**src/hdl/hsm_pkg.sv**
```systemverilog
// Shared constants, command type and table functions for the windowed STFT magnitude block.
package hsm_pkg;

    localparam int NFFT_DEF        = 64;
    localparam int SAMPLE_BITS_DEF = 16;
    localparam int RING_DEPTH      = 64;
    localparam int RING_AW         = 6;
    localparam int IDX_W           = 6;
    localparam int STG_W           = 3;
    localparam int HOP_W           = 7;
    localparam int MAG_W           = 16;
    localparam int BIN_W           = 6;
    localparam int FRAME_W         = 16;
    localparam int IN_DATA_W       = 16;
    localparam int OUT_DATA_W      = 40;
    localparam logic [HOP_W-1:0] HOP_RESET = 7'd16;

    localparam logic signed [63:0] HAMMING_A_Q15 = 64'sd17695;
    localparam logic signed [63:0] HAMMING_B_Q15 = 64'sd15073;
    localparam logic [63:0]        HALF_PI_Q30   = 64'd1686629713;

    // Commands from the sequencer to the datapath.
    typedef struct packed {
        logic               ring_we;
        logic [RING_AW-1:0] ring_wp;
        logic               load_rd;
        logic               bf_rd;
        logic               bf_mul;
        logic               bf_wa;
        logic               bf_wb;
        logic               mag_rd;
        logic               mag_sq;
        logic               mag_init;
        logic               root_step;
        logic [IDX_W-1:0]   idx;
        logic [STG_W-1:0]   stage;
    } dp_cmd_t;

    // Number of digit steps of the square root unit (half the radicand width).
    function automatic int root_steps(input int sb);
        return (sb + 2) + ((sb <= 17) ? (17 - sb) : 0);
    endfunction

    function automatic logic [63:0] taylor_div(input logic [63:0] q, input int k,
                                               input logic odd);
        logic [63:0] r;
        r = q;
        if (odd) begin
            case (k)
                1: r = q / 6;
                2: r = q / 20;
                3: r = q / 42;
                4: r = q / 72;
                5: r = q / 110;
                6: r = q / 156;
                default: r = q / 210;
            endcase
        end else begin
            case (k)
                1: r = q / 2;
                2: r = q / 12;
                3: r = q / 30;
                4: r = q / 56;
                5: r = q / 90;
                6: r = q / 132;
                default: r = q / 182;
            endcase
        end
        return r;
    endfunction

    function automatic logic signed [63:0] taylor_q30(input logic [63:0] t_in,
                                                      input logic [63:0] x2,
                                                      input logic odd);
        logic [63:0]        t;
        logic signed [63:0] sum;
        int                 k;
        t   = t_in;
        sum = $signed(t_in);
        for (k = 1; k <= 7; k++) begin
            t = taylor_div((t * x2) >> 30, k, odd);
            if ((k & 1) == 1)
                sum = sum - $signed(t);
            else
                sum = sum + $signed(t);
        end
        return sum;
    endfunction

    // Cosine of a phase given as a fraction of a full turn, Q15, saturated.
    function automatic logic signed [15:0] cos_q15(input logic [31:0] p);
        logic [63:0]        r;
        logic [63:0]        x;
        logic [63:0]        x2;
        logic signed [63:0] v;
        logic [63:0]        mag;
        r  = {34'd0, p[29:0]};
        x  = (r * HALF_PI_Q30) >> 30;
        x2 = (x * x) >> 30;
        case (p[31:30])
            2'd0:    v =  taylor_q30(64'd1 << 30, x2, 1'b0);
            2'd1:    v = -taylor_q30(x, x2, 1'b1);
            2'd2:    v = -taylor_q30(64'd1 << 30, x2, 1'b0);
            default: v =  taylor_q30(x, x2, 1'b1);
        endcase
        mag = ((v < 0) ? 64'(-v) : 64'(v)) + 64'd16384;
        mag = mag >> 15;
        if (v < 0)
            return (mag > 64'd32768) ? -16'sd32768 : 16'(-mag);
        return (mag > 64'd32767) ? 16'sd32767 : 16'(mag);
    endfunction

    function automatic logic [15:0] win_q15(input logic [31:0] p);
        logic signed [63:0] c;
        logic signed [63:0] w;
        c = 64'(cos_q15(p));
        w = HAMMING_A_Q15 - (((HAMMING_B_Q15 * (c + 64'sd32768) + 64'sd16384) >>> 15)
            - HAMMING_B_Q15);
        return (w > 64'sd32767) ? 16'd32767 : 16'(w);
    endfunction

    function automatic logic signed [16:0] tw_re_q15(input logic [31:0] p);
        return 17'(cos_q15(p));
    endfunction

    function automatic logic signed [16:0] tw_im_q15(input logic [31:0] p);
        logic signed [16:0] c;
        c = 17'(cos_q15(p - 32'h4000_0000));
        return -c;
    endfunction

endpackage

```
**src/hdl/hsm_ctrl.sv**
```systemverilog
// Sequencer for the STFT block: record and hop tracking, frame phases and the output register.
module hsm_ctrl
    import hsm_pkg::*;
#(
    parameter int NFFT_POINTS = NFFT_DEF,
    parameter int SAMPLE_BITS = SAMPLE_BITS_DEF
) (
    input  logic               clk,
    input  logic               rst_n,
    input  logic               in_valid,
    output logic               in_ready,
    input  logic               in_restart,
    input  logic               cfg_we,
    input  logic [HOP_W-1:0]   cfg_wdata,
    input  logic [MAG_W-1:0]   dp_mag,
    output dp_cmd_t            cmd,
    output logic               out_valid,
    input  logic               out_ready,
    output logic [MAG_W-1:0]   out_mag,
    output logic [BIN_W-1:0]   out_bin,
    output logic [FRAME_W-1:0] out_frame,
    output logic               out_last
);

    localparam int LOG2N      = $clog2(NFFT_POINTS);
    localparam int CNT_W      = LOG2N + 1;
    localparam int ROOT_STEPS = root_steps(SAMPLE_BITS);
    localparam int RC_W       = $clog2(ROOT_STEPS);

    localparam logic [3:0] S_IDLE     = 4'd0;
    localparam logic [3:0] S_LOAD     = 4'd1;
    localparam logic [3:0] S_BF_RD    = 4'd2;
    localparam logic [3:0] S_BF_MUL   = 4'd3;
    localparam logic [3:0] S_BF_WA    = 4'd4;
    localparam logic [3:0] S_BF_WB    = 4'd5;
    localparam logic [3:0] S_MAG_RD   = 4'd6;
    localparam logic [3:0] S_MAG_SQ   = 4'd7;
    localparam logic [3:0] S_MAG_INIT = 4'd8;
    localparam logic [3:0] S_ROOT     = 4'd9;
    localparam logic [3:0] S_EMIT     = 4'd10;

    localparam logic [CNT_W-1:0] N_C      = CNT_W'(NFFT_POINTS);
    localparam logic [CNT_W-1:0] LOAD_END = CNT_W'(NFFT_POINTS + 1);
    localparam logic [CNT_W-1:0] BF_END   = CNT_W'(NFFT_POINTS / 2 - 1);
    localparam logic [CNT_W-1:0] BIN_END  = CNT_W'(NFFT_POINTS / 2);
    localparam logic [STG_W-1:0] STG_END  = STG_W'(LOG2N - 1);
    localparam logic [RC_W-1:0]  ROOT_END = RC_W'(ROOT_STEPS - 1);

    logic [3:0]         state_reg, state_next;
    logic [HOP_W-1:0]   hop_size_reg;
    logic [RING_AW-1:0] wp_reg, wp_next;
    logic [CNT_W-1:0]   fill_reg, fill_next;
    logic [HOP_W-1:0]   hop_reg, hop_next;
    logic [FRAME_W-1:0] frame_reg, frame_next;
    logic [CNT_W-1:0]   cnt_reg, cnt_next;
    logic [STG_W-1:0]   stage_reg, stage_next;
    logic [RC_W-1:0]    root_cnt_reg, root_cnt_next;
    logic               out_valid_reg, out_valid_next;
    logic [MAG_W-1:0]   out_mag_reg;
    logic [BIN_W-1:0]   out_bin_reg;
    logic [FRAME_W-1:0] out_frame_reg;
    logic               out_last_reg;

    logic               accept;
    logic               out_load;
    logic [CNT_W-1:0]   fill_eff;
    logic [HOP_W-1:0]   hop_eff;
    logic [HOP_W-1:0]   hop_inc;

    assign in_ready = (state_reg == S_IDLE);
    assign accept   = in_valid && in_ready;
    assign out_load = (state_reg == S_EMIT) && (!out_valid_reg || out_ready);
    assign fill_eff = in_restart ? '0 : fill_reg;
    assign hop_eff  = in_restart ? '0 : hop_reg;
    assign hop_inc  = hop_eff + HOP_W'(1);

    always_comb
    begin
        state_next    = state_reg;
        wp_next       = wp_reg;
        fill_next     = fill_reg;
        hop_next      = hop_reg;
        frame_next    = frame_reg;
        cnt_next      = cnt_reg;
        stage_next    = stage_reg;
        root_cnt_next = root_cnt_reg;
        case (state_reg)
            S_IDLE:
            begin
                if (accept)
                begin
                    wp_next    = wp_reg + RING_AW'(1);
                    frame_next = in_restart ? '0 : frame_reg;
                    cnt_next   = '0;
                    if (fill_eff < N_C)
                    begin
                        fill_next = fill_eff + CNT_W'(1);
                        hop_next  = hop_eff;
                        if (fill_eff + CNT_W'(1) == N_C)
                        begin
                            hop_next   = '0;
                            state_next = S_LOAD;
                        end
                    end
                    else
                    begin
                        fill_next = fill_eff;
                        if (hop_inc >= hop_size_reg)
                        begin
                            hop_next   = '0;
                            state_next = S_LOAD;
                        end
                        else
                        begin
                            hop_next = hop_inc;
                        end
                    end
                end
            end
            S_LOAD:
            begin
                if (cnt_reg == LOAD_END)
                begin
                    cnt_next   = '0;
                    stage_next = '0;
                    state_next = S_BF_RD;
                end
                else
                begin
                    cnt_next = cnt_reg + CNT_W'(1);
                end
            end
            S_BF_RD:  state_next = S_BF_MUL;
            S_BF_MUL: state_next = S_BF_WA;
            S_BF_WA:  state_next = S_BF_WB;
            S_BF_WB:
            begin
                state_next = S_BF_RD;
                if (cnt_reg == BF_END)
                begin
                    cnt_next = '0;
                    if (stage_reg == STG_END)
                        state_next = S_MAG_RD;
                    else
                        stage_next = stage_reg + STG_W'(1);
                end
                else
                begin
                    cnt_next = cnt_reg + CNT_W'(1);
                end
            end
            S_MAG_RD: state_next = S_MAG_SQ;
            S_MAG_SQ: state_next = S_MAG_INIT;
            S_MAG_INIT:
            begin
                root_cnt_next = '0;
                state_next    = S_ROOT;
            end
            S_ROOT:
            begin
                root_cnt_next = root_cnt_reg + RC_W'(1);
                if (root_cnt_reg == ROOT_END)
                    state_next = S_EMIT;
            end
            S_EMIT:
            begin
                if (out_load)
                begin
                    if (cnt_reg == BIN_END)
                    begin
                        frame_next = frame_reg + FRAME_W'(1);
                        state_next = S_IDLE;
                    end
                    else
                    begin
                        cnt_next   = cnt_reg + CNT_W'(1);
                        state_next = S_MAG_RD;
                    end
                end
            end
            default: state_next = S_IDLE;
        endcase
    end

    always_comb
    begin
        out_valid_next = out_valid_reg;
        if (out_valid_reg && out_ready)
            out_valid_next = 1'b0;
        if (out_load)
            out_valid_next = 1'b1;
    end

    always_ff @(posedge clk or negedge rst_n)
    begin
        if (!rst_n)
        begin
            state_reg     <= S_IDLE;
            hop_size_reg  <= HOP_RESET;
            wp_reg        <= '0;
            fill_reg      <= '0;
            hop_reg       <= '0;
            frame_reg     <= '0;
            cnt_reg       <= '0;
            stage_reg     <= '0;
            root_cnt_reg  <= '0;
            out_valid_reg <= 1'b0;
        end
        else
        begin
            state_reg     <= state_next;
            wp_reg        <= wp_next;
            fill_reg      <= fill_next;
            hop_reg       <= hop_next;
            frame_reg     <= frame_next;
            cnt_reg       <= cnt_next;
            stage_reg     <= stage_next;
            root_cnt_reg  <= root_cnt_next;
            out_valid_reg <= out_valid_next;
            if (cfg_we)
                hop_size_reg <= cfg_wdata;
        end
    end

    always_ff @(posedge clk)
    begin
        if (out_load)
        begin
            out_mag_reg   <= dp_mag;
            out_bin_reg   <= BIN_W'(cnt_reg);
            out_frame_reg <= frame_reg;
            out_last_reg  <= (cnt_reg == BIN_END);
        end
    end

    always_comb
    begin
        cmd           = '0;
        cmd.ring_we   = accept;
        cmd.ring_wp   = wp_reg;
        cmd.idx       = IDX_W'(cnt_reg);
        cmd.stage     = stage_reg;
        cmd.load_rd   = (state_reg == S_LOAD) && (cnt_reg < N_C);
        cmd.bf_rd     = (state_reg == S_BF_RD);
        cmd.bf_mul    = (state_reg == S_BF_MUL);
        cmd.bf_wa     = (state_reg == S_BF_WA);
        cmd.bf_wb     = (state_reg == S_BF_WB);
        cmd.mag_rd    = (state_reg == S_MAG_RD);
        cmd.mag_sq    = (state_reg == S_MAG_SQ);
        cmd.mag_init  = (state_reg == S_MAG_INIT);
        cmd.root_step = (state_reg == S_ROOT);
    end

    assign out_valid = out_valid_reg;
    assign out_mag   = out_mag_reg;
    assign out_bin   = out_bin_reg;
    assign out_frame = out_frame_reg;
    assign out_last  = out_last_reg;

endmodule

```
**config.mk**
```make
export PLATFORM = sky130hd
export DESIGN_NAME = hsm_ctrl
export DESIGN_NICKNAME = d
export VERILOG_FILES = /design/src/hdl/hsm_pkg.sv /design/src/hdl/hsm_ctrl.sv
export SDC_FILE = /design/constraint.sdc
export NUM_CORES = 1
export LEC_CHECK = 0
export BUFFER_PORTS_ARGS = -buffer_cell sky130_fd_sc_hd__buf_2
export CORE_ASPECT_RATIO = 1.4
export CORE_MARGIN = 5
export CORE_UTILIZATION = 40
export DETAILED_ROUTE_END_ITERATION = 12
export PLACE_DENSITY = 0.63
export SETUP_SLACK_MARGIN = 0.3
export SLEW_MARGIN = 15
export SYNTH_ARGS = -nofsm -noshare
export SYNTH_HDL_FRONTEND = slang
export SYNTH_SLANG_ARGS = --single-unit
```
**constraint.sdc**
```tcl
create_clock -name clk -period 5.5 [get_ports clk]
set_input_delay 0.825 -clock clk [delete_from_list [all_inputs] [get_ports clk]]
set_output_delay 0.825 -clock clk [all_outputs]
set_load 0.005 [all_outputs]
```
==> flow_summary.json, run 1 <==
{
  "gp_congestion": 0.877,
  "synth_edf_count": 39,
  "drt-total-wl_um": 10900,
  "htree_levels": 3,
  "yosysTopAreaCell": "dfrtp_1",
  "syn_area_per_cell_um2": 11.0,
  "syn_area_um2": 5020,
  "fin_setup_tns_ns": 0,
  "leakage_nw": 2.47,
  "io_buffer_count": 94,
  "drive_gt1_share_pct": 23.8,
  "finalHoldViolCount": 0,
  "seq_area_um2": 2750,
  "io_pins": 95,
  "start_util_pct": 40.8,
  "cts_hold_buf": 0,
  "max_freq_ghz": 0.301,
  "r2r-end": "frame_reg[15]",
  "finalNonFillerCells": 692,
  "grt_pass1_wl_um": 18000,
  "drt_iter0_markers": 177,
  "ys_top_cells_by_count": "dfrtp_1, o21ai_0, edfxtp_1, nand2_1, nor2_1",
  "ir_worst_vdd_uv": 125,
  "fin_skew_ns": 0.00821,
  "crit_start": "state_reg[3]",
  "critPathMaxStageDelay_ns": 0.73,
  "cp.required_ns": 5.79,
  "vias": 3759,
  "crit_slowest_cell": "dfrtp_1",
  "cp-start-kind": "flip-flop",
  "period_minus_slack_ns": 3.32,
  "holdWs_ns": 0.472,
  "cts.path.max_buffers": 2,
  "dr.pass1.iters": 4,
  "die_x_um": 105,
  "ys_types": 66,
  "critPathTopFamily": "simple AND/OR/NAND/NOR gates",
  "ys_ff_latch": 102,
  "hold_depth": 1,
  "ant_nets": 0,
  "post_cts_buffers": 0,
  "rr_worst_depth": 6,
  "synth.top_cell.area_share_pct": 30.9,
  "fill_cells": 1128,
  "worst_slew_pin_slew_ns": 0.838,
  "max_slew_margin_pct": 43.4,
  "cap_violations": 0,
  "cts_resized": 0,
  "crit_end": "frame_reg[15]",
  "cts.sinks": 102,
  "clk_pin_slew_worst_paths_ns": 0.07,
  "cp.buffers_inverters": 1,
  "multi_input_area_um2": 2070,
  "core-area_um2": 12300,
  "track_usage_pct": 14.7,
  "period_share_pct": 60.4,
  "cts_tree": "yes",
  "placementRows": 48,
  "rrSetupSlack_ns": 2.18,
  "worstPathCellList": "nand4bb_1 -> nor2_4 -> buf_4 -> nand2_1 -> or4_1 -> nand2_1",
  "synth_nets": 505,
  "yosys_most_used_dff": "dfrtp_1",
  "synthCells": 456,
  "ys_warn_count": 0,
  "status": "complete, no violations",
  "hold_path.class": "flip-flop to flip-flop",
  "dieArea_um2": 14900,
  "setup_violations": 0,
  "area_growth_syn_to_layout_pct": 16.0,
  "endpoint_kind": "flip-flop",
  "synthArstFlopShare_pct": 61.8,
  "r2r-start": "state_reg[3]",
  "critPathMaxFanout": 45,
  "overflow": 0,
  "drc_errors": 0,
  "chipHeight_um": 143,
  "maxSlewViolCount": 0,
  "rsz0062_at_grt": "no",
  "place_inst": 677,
  "cts-root-buf": "clkbuf_16",
  "crit_type": "flip-flop to flip-flop",
  "critical_path_depth": 6,
  "synth-seq-area-share_pct": 54.7,
  "n_antenna_cell": 0,
  "grt_start_max_net_pins": 64,
  "yosysMostFrequentCell": "dfrtp_1",
  "finalPower_mw": 1.44,
  "clkLatencyLatePin_ns": 0.35,
  "p_per_area_nw_per_um2": 247,
  "cpMostUsedCell": "nand2_1",
  "antenna_found_initial": 0,
  "hpwl_um": 7910,
  "viasPerCell": 5.43,
  "grt_pass1_vias": 3739,
  "nets": 587,
  "cts_buffers": 9,
  "avgRoutedWirePerCell_um": 15.8,
  "worstPathArrival_ns": 3.61,
  "netlist_top_cells_area": "dfrtp_1, edfxtp_1, ha_1, o21ai_0, nand2_1"
}
how the worst min path moves through the flow:
stage | end | from
floorplan | out_frame[15] | frame_reg[15]
finish | wp_reg[5] | wp_reg[5]
global placement | out_frame[15] | frame_reg[15]
CTS | out_frame[15] | frame_reg[15]
global route | wp_reg[5] | wp_reg[5]
detailed placement | out_frame[15] | frame_reg[15]
cell families after synthesis:
logic type	Yosys count	synth area share, %
mux	9	1.92
compound gates	99	13.1
flops	102	54.7
buf+inv	41	4.09
simple gates	169	18.4
fa+ha+maj	20	4.98
xor+xnor	16	2.79
stage by stage:
step                      util, %  setup WS [ns]  instance area (µm²)
final                        47.3           2.18                 5820
after floorplan                 -           2.41                 5020
after detailed placement     45.1           2.12                 5550
after global routing         47.3           1.90                 5820
after global placement       45.1           2.21                 5550
after CTS                    47.3           2.18                 5820
placed cells by master (no fill, tap or decap), drive strengths merged, types with 4 or more instances in the layout:
cell type	count
mux2	5
o21ai	44
xnor2	8
dfrtp	62
nor4	7
nor2b	10
a22o	10
ha	20
nor3	13
buf	96
edfxtp	39
mux2i	4
nand4	9
and3	8
a21oi	7
clkbuf	9
xor2	8
and2	5
o31ai	9
o41ai	4
nand2	37
a31oi	7
inv	17
nand3	22
nand2b	7
nor2	36
clkinv	5
layout make-up:
cell class	instances	share of cell area, %
Inverter	16	1.05
Clock buffer	9	3.87
Clock inverter	6	0.817
Multi-Input combinational cell	313	35.5
Sequential cell	102	47.2
Tap cell	150	3.22
Timing Repair Buffer	96	8.34
report_power, final:
part           switching, mW  internal (mW)  total [mW]
Sequential           0.00390          0.794       0.798
Clock                  0.285          0.309       0.594
Combinational         0.0266         0.0175      0.0441
worst reg2reg max path: cells and delay by family (launching register included):
kind / cells / cell delay (ns)
and+or+nand+nor: 5 / 2.05
buffers and inverters: 1 / 0.49
DFF: 1 / 0.73
routing by layer:
layer / wire (µm) / global-route usage (%) / share of wire (%) / vias to the layer above
met1: 4540 / 17.3 / 42 / 1805
met3: 661 / 3.45 / 6.1 / 14
met4: 154 / 5.12 / 1.4 / 0
met5: 0 / 0 / 0 / -
li1: - / - / - / 1824
met2: 5560 / 26.3 / 51 / 116
Power figures use the tool's default switching activity.
==> inputs of run 2 (changes only) <==
==> constraint.sdc (replaced) <==
create_clock -name clk -period 3.3 [get_ports clk]
set_input_delay 0.495 -clock clk [delete_from_list [all_inputs] [get_ports clk]]
set_output_delay 0.495 -clock clk [all_outputs]
set_load 0.005 [all_outputs]
==> run 2 against run 1 <==
Effect of this change: sequential power up 67%; critical path type unchanged; combinational power up 70%; first-iteration DRC count down 5.1%; fmax up 25%; clock skew down 0.00063 ns; global-route usage up 0.052 points; routed wire length down 2.0%; sequential share of layout area down 0.76 points; worst hold slack worse by 0.19 ns; highest routed layer unchanged.
==> flow_summary.json, run 2 (synthesis gave the netlist of run 1 again) <==
{
  "rsz0062_at_grt": "no",
  "r2r-end": "hop_reg[1]",
  "p_per_area_nw_per_um2": 441,
  "post_cts_buffers": 0,
  "max_slew_margin_pct": 38.4,
  "ir_worst_vdd_uv": 219,
  "drive_gt1_share_pct": 24.4,
  "area_growth_syn_to_layout_pct": 17.9,
  "cts_tree": "yes",
  "finalNonFillerCells": 696,
  "cts_hold_buf": 0,
  "rr_worst_depth": 10,
  "cts.sinks": 102,
  "met3_length_um": 689,
  "period_minus_slack_ns": 2.66,
  "finalInstanceArea_um2": 5920,
  "cp-start-kind": "flip-flop",
  "top_layer": "met4",
  "worstPathArrival_ns": 2.94,
  "drt-total-wl_um": 10700,
  "io_pins": 95,
  "htree_levels": 3,
  "cap_violations": 0,
  "final_common_cell": "buf_2",
  "drt_iter0_markers": 168,
  "placementRows": 48,
  "crit_slowest_cell": "dfrtp_1",
  "cp.buffers_inverters": 0,
  "holdWs_ns": 0.280,
  "fin_ws_ns": 0.637,
  "clk_pin_slew_worst_paths_ns": 0.07,
  "finish.utilization_pct": 48.1,
  "max_freq_ghz": 0.376,
  "place_inst": 680,
  "leakage_nw": 2.51,
  "cts.path.max_buffers": 2,
  "grt_start_max_net_pins": 44,
  "vias": 3772,
  "dr.pass1.iters": 4,
  "chipHeight_um": 143,
  "drc_errors": 0,
  "met2WireLength_um": 5270,
  "dp_slack_ns": 0.314,
  "ant_nets": 0,
  "placed_area_um2": 5570,
  "setup_violations": 0,
  "start_util_pct": 40.8,
  "worstPathCellList": "nor2b_1 -> ha_1 -> nand3_1 -> xor2_1 -> nor2_1 -> ha_1 -> a211oi_1 -> o211ai_1 -> nor2_1 -> a22o_1",
  "r2r-start": "hop_reg[0]",
  "final_cell_mix": "buf_2, dfrtp_1, o21ai_0",
  "fin_skew_ns": 0.00758,
  "critPathTopFamily": "simple AND/OR/NAND/NOR gates",
  "die_x_um": 105,
  "finalPower_mw": 2.61,
  "endpoint_kind": "flip-flop",
  "overflow": 0,
  "wl_met1_um": 4520,
  "hpwl_um": 7790,
  "hold_path.class": "input port to async pin",
  "cp.required_ns": 3.58,
  "status": "complete, no violations",
  "maxSlewViolCount": 0,
  "antenna_found_initial": 0,
  "viasPerCell": 5.42,
  "grt_pass1_wl_um": 18200,
  "core-area_um2": 12300,
  "nets": 590,
  "critPathMaxStageDelay_ns": 0.40,
  "finalHoldViolCount": 0,
  "avgRoutedWirePerCell_um": 15.4,
  "crit_type": "flip-flop to flip-flop",
  "gp_congestion": 0.887,
  "n_antenna_cell": 0,
  "clkLatencyLatePin_ns": 0.34,
  "critPathMaxFanout": 6,
  "dieArea_um2": 14900,
  "cts-root-buf": "clkbuf_16",
  "track_usage_pct": 14.8,
  "cts_resized": 0,
  "grt_pass1_vias": 3792,
  "cts_buffers": 9,
  "io_buffer_count": 94,
  "period_share_pct": 80.7,
  "worst_slew_pin_slew_ns": 0.924,
  "fin_setup_tns_ns": 0,
  "rrSetupSlack_ns": 0.64
}
[run 2: cell type report]
cell class	instances	area (µm²)
multi-input combinational	313	2070
tap	150	188
inverter	16	61.3
clock inverter	7	120
fill	1107	6390
clock buffer	9	225
sequential	102	2750
timing repair buffer	99	508
[run 2: power breakdown]
group	switching (mW)	internal, mW	leakage [nW]
clock	0.459	0.745	0.166
sequential	0.00650	1.32	1.15
combinational	0.0451	0.0299	1.19
total	0.511	2.10	2.51
[run 2: per-layer routing]
metal  GRT usage (%)  up-vias
met5               0        -
met4            5.93        0
met3            3.77       16
met2            25.1      119
met1            18.0     1808
li1                -     1829
[run 2: how the worst max path moves through the flow]
stage,from,end,cells past startpoint
after detailed placement,in_restart,hop_reg[1],12
after CTS,hop_reg[0],hop_reg[1],11
after global placement,in_restart,hop_reg[0],12
final,hop_reg[0],hop_reg[1],10
after floorplan,in_restart,hop_reg[0],13
after global routing,hop_reg[0],hop_reg[5],11
==> inputs of run 3 (changes only) <==
==> constraint.sdc (replaced) <==
create_clock -name clk -period 2.7 [get_ports clk]
set_input_delay 0.405 -clock clk [delete_from_list [all_inputs] [get_ports clk]]
set_output_delay 0.405 -clock clk [all_outputs]
set_load 0.005 [all_outputs]
==> run 3 against run 2 <==
Effect of this change: clock power is 13% higher; combinational power is 31% higher; final cell count increased by 2.9%; first-iteration DRC count rose by 3.6%; critical path type unchanged; largest cell class unchanged; largest power group unchanged; highest routed layer unchanged.
==> flow_summary.json, run 3 (synthesis gave the netlist of run 1 again) <==
{
  "status": "complete, no violations",
  "drc_errors": 0,
  "antenna_found_initial": 0,
  "grt_most_used_layer": "met2",
  "viasPerCell": 5.48,
  "finalHoldViolCount": 0,
  "crit_type": "flip-flop to flip-flop",
  "final_cell_mix": "buf_2, dfrtp_1, o21ai_0",
  "holdWs_ns": 0.0913,
  "drt-total-wl_um": 11200,
  "max_slew_margin_pct": 53.0,
  "start_util_pct": 40.8,
  "final_common_cell": "buf_2",
  "io_buffer_count": 94,
  "hpwl_um": 8130,
  "overflow": 0,
  "grt_use_met3_pct": 4.27,
  "cts_tree": "yes",
  "io_pins": 95,
  "maxSlewViolCount": 0,
  "vias": 3922,
  "place_inst": 688,
  "endpoint_kind": "flip-flop",
  "rrSetupSlack_ns": 0.35,
  "worst_slew_pin_slew_ns": 0.695,
  "finish.utilization_pct": 49.8,
  "max_freq_ghz": 0.425,
  "area_growth_syn_to_layout_pct": 22.1,
  "cts-root-buf": "clkbuf_16",
  "n_antenna_cell": 0,
  "track_usage_pct": 14.7,
  "avgRoutedWirePerCell_um": 15.6,
  "period_share_pct": 87.1,
  "cp.required_ns": 2.98,
  "rsz0062_at_grt": "yes",
  "die_x_um": 105,
  "finalNonFillerCells": 716,
  "hold_path.class": "input port to async pin",
  "fin_ws_ns": 0.347,
  "fin_skew_ns": 0.00886,
  "grt.met2_usage_pct": 24.7,
  "drive_gt1_share_pct": 29.5,
  "r2r-end": "hop_reg[1]",
  "setup_violations": 0,
  "clk_pin_slew_worst_paths_ns": 0.07,
  "placementRows": 48,
  "cap_violations": 0,
  "ant_nets": 0,
  "dieArea_um2": 14900,
  "leakage_nw": 2.59,
  "fill_cells": 1104,
  "gp_congestion": 0.857,
  "dp_slack_ns": 0.0619,
  "core-area_um2": 12300,
  "grt_pass1_wl_um": 18100,
  "critPathMaxFanout": 6,
  "worstPathArrival_ns": 2.64,
  "r2r-start": "hop_reg[2]",
  "cts.path.max_buffers": 2,
  "ir_worst_vdd_uv": 284,
  "p_per_area_nw_per_um2": 501,
  "period_minus_slack_ns": 2.35,
  "met1_usage_pct": 17.6,
  "nets": 610,
  "htree_levels": 3,
  "fin_setup_tns_ns": 0,
  "cp-start-kind": "flip-flop",
  "rr_worst_depth": 10,
  "dr.pass1.iters": 4,
  "grt_start_max_net_pins": 37,
  "drt_iter0_markers": 174,
  "cts_buffers": 9,
  "cts.sinks": 102,
  "chipHeight_um": 143,
  "clkLatencyLatePin_ns": 0.35,
  "grt_pass1_vias": 3850
}
[run 3: cell count changes in the layout (fill, tap and decap cells not counted), sizes merged]
cell | before | now
bufinv | 3 | 1
inv | 17 | 19
buf | 99 | 119
[run 3: area by class of cell]
type / instances / area (µm²) / area share [%]
sequential: 102 / 2750 / 44.8
multi-input combinational: 313 / 2150 / 35.0
timing repair buffer: 119 / 671 / 10.9
clock buffer: 9 / 225 / 3.67
tap: 150 / 188 / 3.06
clock inverter: 7 / 91.3 / 1.49
inverter: 16 / 61.3 / 1.00
[run 3: routing by layer]
metal	vias to the layer above	routed length, µm
met4	0	250
met1	1878	4610
met3	24	776
met2	142	5530
met5	-	0
li1	1878	-
[run 3: where the power goes]
part / total (mW) / internal (mW) / switching, mW / leakage [nW]
registers: 1.62 / 1.62 / 0.00775 / 1.15
logic: 0.0981 / 0.0408 / 0.0572 / 1.28
clock network: 1.35 / 0.743 / 0.608 / 0.152
total: 3.07 / 2.40 / 0.673 / 2.59
[run 3: repair_timing]
| action | 4_1_cts | 5_1_grt |
|---|---|---|
| hold buffers | 0 | 0 |
| hold endpoints to repair | 0 | 0 |
| pin swaps | 3 | 14 |
| resized for setup | 0 | 13 |
| endpoints found under the setup margin | 7 | 9 |
| setup buffers | 2 | 10 |
[run 3: per-stage QoR]
stage	cell area, µm²	power, mW
2_1_floorplan	5060	1.70
3_3_place_gp	5670	1.75
3_5_place_dp	5670	1.75
4_1_cts	6000	3.11
5_1_grt	6130	3.20
6_report	6130	3.07
[run 3: critical path, stage by stage (launching register included)]
cell	delay (ns)
dfrtp_1	0.43
and3_4	0.22
buf_4	0.11
nand3_2	0.07
xor2_1	0.16
nor2_1	0.15
ha_1	0.29
a211oi_2	0.22
o211ai_1	0.18
nor2_2	0.27
a22o_1	0.19
[run 3: worst max path at each step]
stage	from	end	slack, ns
2_1_floorplan	in_restart	hop_reg[0]	0.27
3_3_place_gp	in_restart	hop_reg[0]	0.17
3_5_place_dp	in_restart	hop_reg[0]	0.06
4_1_cts	hop_reg[1]	hop_reg[1]	0.31
5_1_grt	hop_reg[2]	hop_reg[0]	0.21
6_report	hop_reg[2]	hop_reg[1]	0.35
